--- src/rtl/mrb_pkg.sv ---
// ----------------------------------------------------------------------------
// mrb_pkg
// shared types, constants and functions of the modbus read-bits slave
// ----------------------------------------------------------------------------
package mrb_pkg;

    localparam int unsigned FRAME_LEN  = 8;
    localparam int unsigned REPLY_LEN  = 6;
    localparam int unsigned NUM_POINTS = 8;

    localparam logic [15:0] CRC_INIT      = 16'hFFFF;
    localparam logic [15:0] CRC_POLY      = 16'hA001;
    localparam logic [7:0]  SILENCE_RESET = 8'd5;
    localparam logic [7:0]  COUNT_MAX     = 8'd255;
    localparam logic [7:0]  BYTE_COUNT    = 8'd1;

    // item kinds carried on tuser
    localparam logic CMD_BYTE = 1'b0;
    localparam logic CMD_TICK = 1'b1;

    // function codes served
    localparam logic [7:0] FN_READ_COILS  = 8'h01;
    localparam logic [7:0] FN_READ_INPUTS = 8'h02;

    // reply byte positions
    localparam logic [2:0] RPL_ADDR   = 3'd0;
    localparam logic [2:0] RPL_FN     = 3'd1;
    localparam logic [2:0] RPL_COUNT  = 3'd2;
    localparam logic [2:0] RPL_DATA   = 3'd3;
    localparam logic [2:0] RPL_CRC_LO = 3'd4;
    localparam logic [2:0] RPL_CRC_HI = 3'd5;

    typedef enum logic [1:0] {
        ST_IDLE,
        ST_CRC,
        ST_SEND
    } t_state;

    // controller to datapath
    typedef struct packed {
        logic accept;     // input transfer this cycle
        logic start;      // closing tick with a good request
        logic crc_step;   // fold one reply byte into the crc
        logic send_step;  // output transfer this cycle
    } t_cmd;

    // datapath to controller
    typedef struct packed {
        logic reply_go;   // current input would close a good request
        logic walk_done;  // last header byte folded in
        logic tx_done;    // final reply byte on the bus
    } t_sts;

    // one byte of crc-16/modbus, lsb first
    function automatic logic [15:0] crc_byte(input logic [15:0] crc_in,
                                             input logic [7:0]  data);
        logic [15:0] c;
        c = crc_in ^ {8'h00, data};
        for (int b = 0; b < 8; b++) begin
            if (c[0]) begin
                c = (c >> 1) ^ CRC_POLY;
            end else begin
                c = c >> 1;
            end
        end
        return c;
    endfunction

    // up to eight point bits starting at point start-1
    function automatic logic [7:0] gather(input logic [15:0] start,
                                          input logic [15:0] qty,
                                          input logic [7:0]  states);
        logic [7:0]  d;
        logic [16:0] p;
        logic [16:0] pm;
        d = 8'h00;
        for (int i = 0; i < 8; i++) begin
            p  = {1'b0, start} + 17'(i);
            pm = p - 17'd1;
            if ((17'({1'b0, qty}) > 17'(i)) && (p != 17'd0)
                    && (pm < 17'(NUM_POINTS))) begin
                d[i] = states[pm[2:0]];
            end
        end
        return d;
    endfunction

endpackage

--- src/rtl/mrb_ctrl.sv ---
// ----------------------------------------------------------------------------
// mrb_ctrl
// handshake control: idle/receive, reply crc walk, reply transmit
// ----------------------------------------------------------------------------
module mrb_ctrl import mrb_pkg::*; (
    input  logic i_clk,
    input  logic i_rst_n,
    input  logic i_in_valid,
    output logic o_in_ready,
    output logic o_out_valid,
    input  logic i_out_ready,
    input  t_sts i_sts,
    output t_cmd o_cmd
);

    t_state r_state;
    t_state n_state;

    always_ff @(posedge i_clk) begin
        if (!i_rst_n) begin
            r_state <= ST_IDLE;
        end else begin
            r_state <= n_state;
        end
    end

    always_comb begin
        n_state = r_state;
        unique case (r_state)
            ST_IDLE: begin
                if (i_in_valid && i_sts.reply_go) begin
                    n_state = ST_CRC;
                end
            end
            ST_CRC: begin
                if (i_sts.walk_done) begin
                    n_state = ST_SEND;
                end
            end
            ST_SEND: begin
                if (i_out_ready && i_sts.tx_done) begin
                    n_state = ST_IDLE;
                end
            end
            default: n_state = ST_IDLE;
        endcase
    end

    always_comb begin
        o_in_ready      = (r_state == ST_IDLE);
        o_out_valid     = (r_state == ST_SEND);
        o_cmd.accept    = o_in_ready && i_in_valid;
        o_cmd.start     = o_cmd.accept && i_sts.reply_go;
        o_cmd.crc_step  = (r_state == ST_CRC);
        o_cmd.send_step = o_out_valid && i_out_ready;
    end

endmodule

--- src/rtl/mrb_dpath.sv ---
// ----------------------------------------------------------------------------
// mrb_dpath
// frame store, counters, request check and reply builder
// ----------------------------------------------------------------------------
module mrb_dpath import mrb_pkg::*; (
    input  logic       i_clk,
    input  logic       i_rst_n,
    input  logic       i_cfg_we,
    input  logic [7:0] i_cfg_data,
    input  logic       i_cmd_kind,
    input  logic [7:0] i_rx_byte,
    input  logic [7:0] i_coil_states,
    input  logic [7:0] i_input_states,
    input  t_cmd       i_cmd,
    output t_sts       o_sts,
    output logic [7:0] o_tx_byte,
    output logic       o_last
);

    logic [7:0]  r_store [FRAME_LEN];
    logic [7:0]  r_byte_count;
    logic [7:0]  r_silence_count;
    logic [7:0]  r_silence_ticks;
    logic [15:0] r_rx_crc;
    logic [15:0] r_tx_crc;
    logic [7:0]  r_data;
    logic [2:0]  r_idx;

    logic [7:0]  n_silence;
    logic        is_tick;
    logic        counting;
    logic        closing;
    logic        frame_ok;
    logic [15:0] crc_seed;
    logic [7:0]  reply_byte;

    assign is_tick   = (i_cmd_kind == CMD_TICK);
    assign counting  = is_tick && (r_byte_count >= 8'(FRAME_LEN));
    assign n_silence = (r_silence_count == COUNT_MAX) ? COUNT_MAX
                                                      : r_silence_count + 8'd1;
    assign closing   = counting && (n_silence >= r_silence_ticks);
    assign frame_ok  = (r_byte_count == 8'(FRAME_LEN))
                    && ({r_store[7], r_store[6]} == r_rx_crc)
                    && ((r_store[1] == FN_READ_COILS) || (r_store[1] == FN_READ_INPUTS));
    assign crc_seed  = (r_byte_count == 8'd0) ? CRC_INIT : r_rx_crc;

    always_ff @(posedge i_clk) begin
        if (!i_rst_n) begin
            r_silence_ticks <= SILENCE_RESET;
        end else if (i_cfg_we) begin
            r_silence_ticks <= i_cfg_data;
        end
    end

    // receive side
    always_ff @(posedge i_clk) begin
        if (!i_rst_n) begin
            r_byte_count    <= 8'd0;
            r_silence_count <= 8'd0;
        end else if (i_cmd.accept) begin
            if (!is_tick) begin
                if (r_byte_count != COUNT_MAX) begin
                    r_byte_count <= r_byte_count + 8'd1;
                end
                r_silence_count <= 8'd0;
            end else if (closing) begin
                r_byte_count    <= 8'd0;
                r_silence_count <= 8'd0;
            end else if (counting) begin
                r_silence_count <= n_silence;
            end
        end
    end

    always_ff @(posedge i_clk) begin
        if (i_cmd.accept && !is_tick) begin
            if (r_byte_count < 8'(FRAME_LEN)) begin
                r_store[r_byte_count[2:0]] <= i_rx_byte;
            end
            // crc over the six request bytes ahead of the check field
            if (r_byte_count < 8'(FRAME_LEN - 2)) begin
                r_rx_crc <= crc_byte(crc_seed, i_rx_byte);
            end
        end
    end

    // reply side
    always_comb begin
        unique case (r_idx)
            RPL_ADDR:   reply_byte = r_store[0];
            RPL_FN:     reply_byte = r_store[1];
            RPL_COUNT:  reply_byte = BYTE_COUNT;
            RPL_DATA:   reply_byte = r_data;
            RPL_CRC_LO: reply_byte = r_tx_crc[7:0];
            RPL_CRC_HI: reply_byte = r_tx_crc[15:8];
            default:    reply_byte = 8'h00;
        endcase
    end

    always_ff @(posedge i_clk) begin
        if (!i_rst_n) begin
            r_idx <= RPL_ADDR;
        end else if (i_cmd.start) begin
            r_idx <= RPL_ADDR;
        end else if (i_cmd.crc_step) begin
            r_idx <= (r_idx == RPL_DATA) ? RPL_ADDR : r_idx + 3'd1;
        end else if (i_cmd.send_step) begin
            r_idx <= (r_idx == RPL_CRC_HI) ? RPL_ADDR : r_idx + 3'd1;
        end
    end

    always_ff @(posedge i_clk) begin
        if (i_cmd.start) begin
            r_data   <= gather({r_store[2], r_store[3]}, {r_store[4], r_store[5]},
                               (r_store[1] == FN_READ_COILS) ? i_coil_states
                                                             : i_input_states);
            r_tx_crc <= CRC_INIT;
        end else if (i_cmd.crc_step) begin
            r_tx_crc <= crc_byte(r_tx_crc, reply_byte);
        end
    end

    assign o_sts.reply_go  = closing && frame_ok;
    assign o_sts.walk_done = (r_idx == RPL_DATA);
    assign o_sts.tx_done   = (r_idx == RPL_CRC_HI);
    assign o_tx_byte       = reply_byte;
    assign o_last          = (r_idx == RPL_CRC_HI);

endmodule

--- src/rtl/modbus_rtu_read_bits_slave.sv ---
// ----------------------------------------------------------------------------
// modbus_rtu_read_bits_slave
// modbus rtu slave answering read coils and read discrete inputs
// ----------------------------------------------------------------------------
// usage
//   s_axis: one transfer per item; tuser 0 = received byte, 1 = timer tick.
//     tdata carries the byte and the current coil and input states.
//   m_axis: reply bytes, one per transfer, tlast on the sixth byte.
//   cfg: one write sets the silence tick count (reset value 5); write it
//     only while no reply is pending.
// timing
//   a received byte or a tick is taken in the cycle of its transfer.
//   a tick that closes a good request starts a crc walk over the four-byte
//   reply header (one byte per cycle through the crc unit), after which the
//   six reply bytes go out at one per cycle while the sink is ready.
//   s_axis tready is low from the closing tick until the final byte's
//   transfer; a stalled sink simply holds the current reply byte.
// reset
//   synchronous active low; clears byte and silence counts, the controller
//   and restores the silence tick count. the frame store is not cleared.
// ----------------------------------------------------------------------------
module modbus_rtu_read_bits_slave import mrb_pkg::*; (
    input  logic        i_clk,
    input  logic        i_rst_n,
    // configuration write
    input  logic        i_cfg_valid,
    output logic        o_cfg_ready,
    input  logic [7:0]  i_cfg_data,       // silence_ticks
    // input stream
    input  logic        i_s_axis_tvalid,
    output logic        o_s_axis_tready,
    input  logic [23:0] i_s_axis_tdata,   // [7:0] rx_byte, [15:8] coil_states,
                                          // [23:16] input_states
    input  logic        i_s_axis_tuser,   // [0] cmd
    // reply stream
    output logic        o_m_axis_tvalid,
    input  logic        i_m_axis_tready,
    output logic [7:0]  o_m_axis_tdata,   // [7:0] tx_byte
    output logic        o_m_axis_tlast    // last
);

    t_cmd cmd;
    t_sts sts;

    // register is always writable; the user keeps writes to idle periods
    assign o_cfg_ready = 1'b1;

    mrb_ctrl u_ctrl (
        .i_clk       (i_clk),
        .i_rst_n     (i_rst_n),
        .i_in_valid  (i_s_axis_tvalid),
        .o_in_ready  (o_s_axis_tready),
        .o_out_valid (o_m_axis_tvalid),
        .i_out_ready (i_m_axis_tready),
        .i_sts       (sts),
        .o_cmd       (cmd)
    );

    mrb_dpath u_dpath (
        .i_clk          (i_clk),
        .i_rst_n        (i_rst_n),
        .i_cfg_we       (i_cfg_valid),
        .i_cfg_data     (i_cfg_data),
        .i_cmd_kind     (i_s_axis_tuser),
        .i_rx_byte      (i_s_axis_tdata[7:0]),
        .i_coil_states  (i_s_axis_tdata[15:8]),
        .i_input_states (i_s_axis_tdata[23:16]),
        .i_cmd          (cmd),
        .o_sts          (sts),
        .o_tx_byte      (o_m_axis_tdata),
        .o_last         (o_m_axis_tlast)
    );

`ifndef SYNTHESIS
    // receive and transmit never overlap
    a_no_overlap: assert property (@(posedge i_clk) disable iff (!i_rst_n)
        !(o_s_axis_tready && o_m_axis_tvalid))
        else $error("input ready while a reply byte is offered");

    // the crc walk always separates an accepted item from the first reply byte
    a_walk_gap: assert property (@(posedge i_clk) disable iff (!i_rst_n)
        (i_s_axis_tvalid && o_s_axis_tready) |=> !o_m_axis_tvalid)
        else $error("reply byte offered right after an input transfer");

    // after the final byte the block is ready for input again
    a_back_idle: assert property (@(posedge i_clk) disable iff (!i_rst_n)
        (o_m_axis_tvalid && i_m_axis_tready && o_m_axis_tlast) |=> o_s_axis_tready)
        else $error("not ready after final reply byte");

    // a reply starts with a byte that is not flagged last
    a_first_not_last: assert property (@(posedge i_clk) disable iff (!i_rst_n)
        $rose(o_m_axis_tvalid) |-> !o_m_axis_tlast)
        else $error("reply started on a last byte");
`endif

endmodule

--- config.mk ---
export PLATFORM = sky130hd
export DESIGN_NAME = modbus_rtu_read_bits_slave
export DESIGN_NICKNAME = d
export VERILOG_FILES = /design/src/rtl/mrb_pkg.sv /design/src/rtl/mrb_ctrl.sv /design/src/rtl/mrb_dpath.sv /design/src/rtl/modbus_rtu_read_bits_slave.sv
export SDC_FILE = /design/constraint.sdc
export NUM_CORES = 1
export LEC_CHECK = 0
export ABC_AREA = 1
export BUFFER_PORTS_ARGS = -buffer_cell sky130_fd_sc_hd__buf_2
export CAP_MARGIN = 20
export CORE_MARGIN = 5
export CORE_UTILIZATION = 30
export CTS_CLUSTER_SIZE = 30
export DETAILED_ROUTE_END_ITERATION = 16
export PLACE_DENSITY = 0.42
export SLEW_MARGIN = 20
export SYNTH_ARGS = -nofsm -noshare
export SYNTH_HDL_FRONTEND = slang
export SYNTH_SLANG_ARGS = --single-unit
--- constraint.sdc ---
create_clock -name i_clk -period 3.58 [get_ports i_clk]
set_clock_uncertainty 0.15 [all_clocks]
set_input_delay 0.179 -clock i_clk [delete_from_list [all_inputs] [get_ports i_clk]]
set_output_delay 0.179 -clock i_clk [all_outputs]
set_load 0.005 [all_outputs]
==> results_dict.tcl <==
set metrics [dict create \
    final_cell_mix "nand2_1 (383), inv_1 (168), nor2_1 (134)" \
    cellPowerDensity_nw_per_um2 332 \
    status "complete, no violations" \
    nets 1618 \
    tightestPinTransition_ns 0.915 \
    area_growth_pct 15.5 \
    layout.filler_cells 3756 \
    synthCells 1461 \
    slew_violations 0 \
    muxShareOfSynthArea_pct 0.189 \
    hold_viol 0 \
    p_clk_share_pct 45.3 \
    path_cells "nand3_1 > nand3b_1 > nor3b_1 > xor2_1 > nand2_1 > ha_1 > nand2_1 > nor2_1 > nand4_1 > o2111ai_1 > nand3_1 > inv_1 > nand4_1 > inv_1" \
    cp-start-kind "register" \
    syn-num-nets 1533 \
    ir_drop_mv 0.428 \
    globalplace.congestion 0.924 \
    die_area_um2 39200 \
    fp.dieH_um 198 \
    p_sw_share_pct 26.5 \
    root_buffer "clkbuf_16" \
    port_buffers 48 \
    htree_levels 4 \
    synthAdderAreaFrac_pct 4.01 \
    fin_util_pct 35.3 \
    start_util_pct 30.5 \
    post_route_cells_drive_above_1_share_pct 12.3 \
    rows 68 \
    timing.hold.ws_ns 0.00989 \
    synth_edf_count 88 \
    synth_seq_cells 133 \
    seqPwrFrac_pct 43.0 \
    synthArstFlopShare_pct 0 \
    syn_avg_cell_area_um2 7.26 \
    fmax_mhz 309 \
    synth.distinct_cells 66 \
    setup_ws_ns 0.345 \
    crit_type "reg -> reg" \
    drt-total-wl_um 35400 \
    wire_per_inst_um 17.6 \
    io_pins 50 \
    yosys_warnings 0 \
    period_minus_slack_ns 3.23 \
    design_area_um2 12200 \
    dp_slack_ns 0.314 \
    rsz0062_at_grt "no" \
    synth_compound_area_share_pct 8.95 \
    tns_ns 0 \
    slowest_stage "dfxtp_1" \
    synth_top_family_by_area "simple AND/OR/NAND/NOR gates" \
    drc_errors 0 \
    overflow 0 \
    grt_pass1_vias 9515 \
    p_leak_nw 5.42 \
    antenna_found_initial 0 \
    cts_tree "built" \
    core_um2 34700 \
    placed_area_um2 11400 \
    mostFrequentLayoutCell "nand2_1" \
    grt_max_degree 24 \
    cp.arrival_ns 3.16 \
    postRouteAntennaNets 0 \
    period_share_pct 90.3 \
    drt_iter0_drc 686 \
    end_kind "register" \
    slew_headroom_pct 38.5 \
    syn_area_um2 10600 \
    synth_seq_area_share_pct 33.4 \
    cp_num_buf_inv 2 \
    multi_input_area_um2 6110 \
    dpl.hpwl_um 27400 \
    drt-vias-per-instance 4.85 \
    synth-simple-area-share_pct 34.2 \
    combinationalPowerShare_pct 11.6 \
    die_x_um 198 \
    regArea_um2 3540 \
    place_inst 1960 \
    n_antenna_cell 0 \
    max_stage_delay_ns 0.39 \
    grtUsageTotal_pct 18.0 \
    maxCapViolations 0 \
    final-setup-viol-count 0 \
    vias 9769 \
    postCtsSetupBuffers 0 \
    cts_buffers 17 \
    switchingPower_mw 1.08 \
    hp-class "in -> reg" \
    crit_required_ns 3.51 \
    cts_sinks 133 \
    grt_pass1_wl_um 54700 \
    p_int_mw 2.99 \
    insertion_delay_ns 0.43 \
    clk_pin_slew_ns 0.07 \
    clock_path_buffers 2 \
    power_mw 4.07 \
    yosys_most_used_dff "edfxtp_1" \
    dr.pass1.iters 5 \
    stdcell_count 2014 \
    synthXorXnorAreaFrac_pct 10.2 \
    crit_fanout 9 \
    cp_top_family "simple AND/OR/NAND/NOR gates" \
]
## sequential cells by signal, indices dropped and copies added (netlist names)
name / flops
u_dpath.r_data: 8
u_ctrl.r_state: 2
u_dpath.r_rx_crc: 16
u_dpath.r_store: 64
u_dpath.r_byte_count: 8
u_dpath.r_tx_crc: 16
u_dpath.r_silence_count: 8
u_dpath.r_silence_ticks: 8
u_dpath.r_idx: 3
## worst reg2reg max path, cell delays in order, from the launching register on
cell and delay (ns):
dfxtp_1 0.39, nand3_1 0.13, nand3b_1 0.21, nor3b_1 0.26, xor2_1 0.18, nand2_1 0.09, ha_1 0.30, nand2_1 0.07
nor2_1 0.14, nand4_1 0.10, o2111ai_1 0.14, nand3_1 0.10, inv_1 0.09, nand4_1 0.19, inv_1 0.35
## cell type report
cell class                      instances  area share [%]
Clock buffer                           19            3.53
Clock inverter                         13            1.41
Inverter                              187            5.83
Multi-Input combinational cell       1104            49.9
Sequential cell                       133            28.9
Tap cell                              455            4.65
Timing Repair Buffer                  103            5.78
## synth_stat cells (all sizes together) (2+ instances only)
cell type | instances | area, um^2
nand3 | 133 | 688
nand2 | 399 | 1580
ha | 34 | 425
clkbuf | 12 | 45.0
nor4 | 8 | 71.3
a21oi | 48 | 240
o2111ai | 7 | 61.3
nor2 | 155 | 693
a211oi | 7 | 52.6
buf | 25 | 193
o21ai | 66 | 338
o21bai | 2 | 18.8
xnor2 | 19 | 181
edfxtp | 88 | 2640
and3 | 3 | 18.8
a31oi | 5 | 37.5
clkinv | 5 | 18.8
xor2 | 101 | 900
o31ai | 2 | 15.0
a221oi | 2 | 17.5
and2 | 3 | 18.8
inv | 182 | 696
nand3b | 5 | 37.5
nor3b | 3 | 33.8
nor3 | 40 | 244
a21boi | 2 | 15.0
or2 | 14 | 87.6
mux2i | 2 | 20.0
o211ai | 13 | 97.6
o22ai | 3 | 18.8
nand4 | 21 | 138
dfxtp | 45 | 901
## worst paths after layout
path	end	slack [ns]	start	cells after the start
setup / recovery	u_dpath.r_data[4]	0.35	u_dpath.r_silence_count[2]	14
hold / removal	u_dpath.r_store[6][1]	0.01	i_s_axis_tdata[1]	1
setup reg to reg	u_dpath.r_data[4]	0.35	u_dpath.r_silence_count[2]	14
hold reg to reg	u_dpath.r_silence_count[6]	0.32	u_dpath.r_silence_count[6]	2
## cells by family (layout without fill, tap and decap cells)
family | Yosys count | after routing
AND/OR/NAND/NOR | 786 | 786
XOR/XNOR | 120 | 120
buffers and inverters | 224 | 322
adder cells (fa/ha/maj) | 34 | 34
multiplexers | 2 | 2
flip-flops | 133 | 133
other | 1 | 1
AO/OA/AOI/OAI | 161 | 161
## routing by layer
metal	global-route usage, %	part of all wire (%)	wire length (um)	vias up
li1	-	-	-	4957
met1	25.6	49	17300	4533
met2	29.2	45	16000	236
met3	2.47	4.1	1450	43
met4	4.18	1.9	680	0
met5	0	0	0	-
## power by group through the flow
| stage | logic (mW) | registers [mW] | clock network (mW) |
|---|---|---|---|
| after floorplan | 0.326 | 1.77 | 0 |
| after global placement | 0.454 | 1.78 | 0 |
| after detailed placement | 0.455 | 1.78 | 0 |
| after CTS | 0.478 | 1.75 | 1.89 |
| after global routing | 0.542 | 1.76 | 1.95 |
| final | 0.473 | 1.75 | 1.84 |
## timing repair
item,in CTS,in global routing
hold buffers,22,0
gates resized for setup,0,0
endpoints found under the hold margin,26,0
Note: power is estimated with default switching activity, not from simulation.
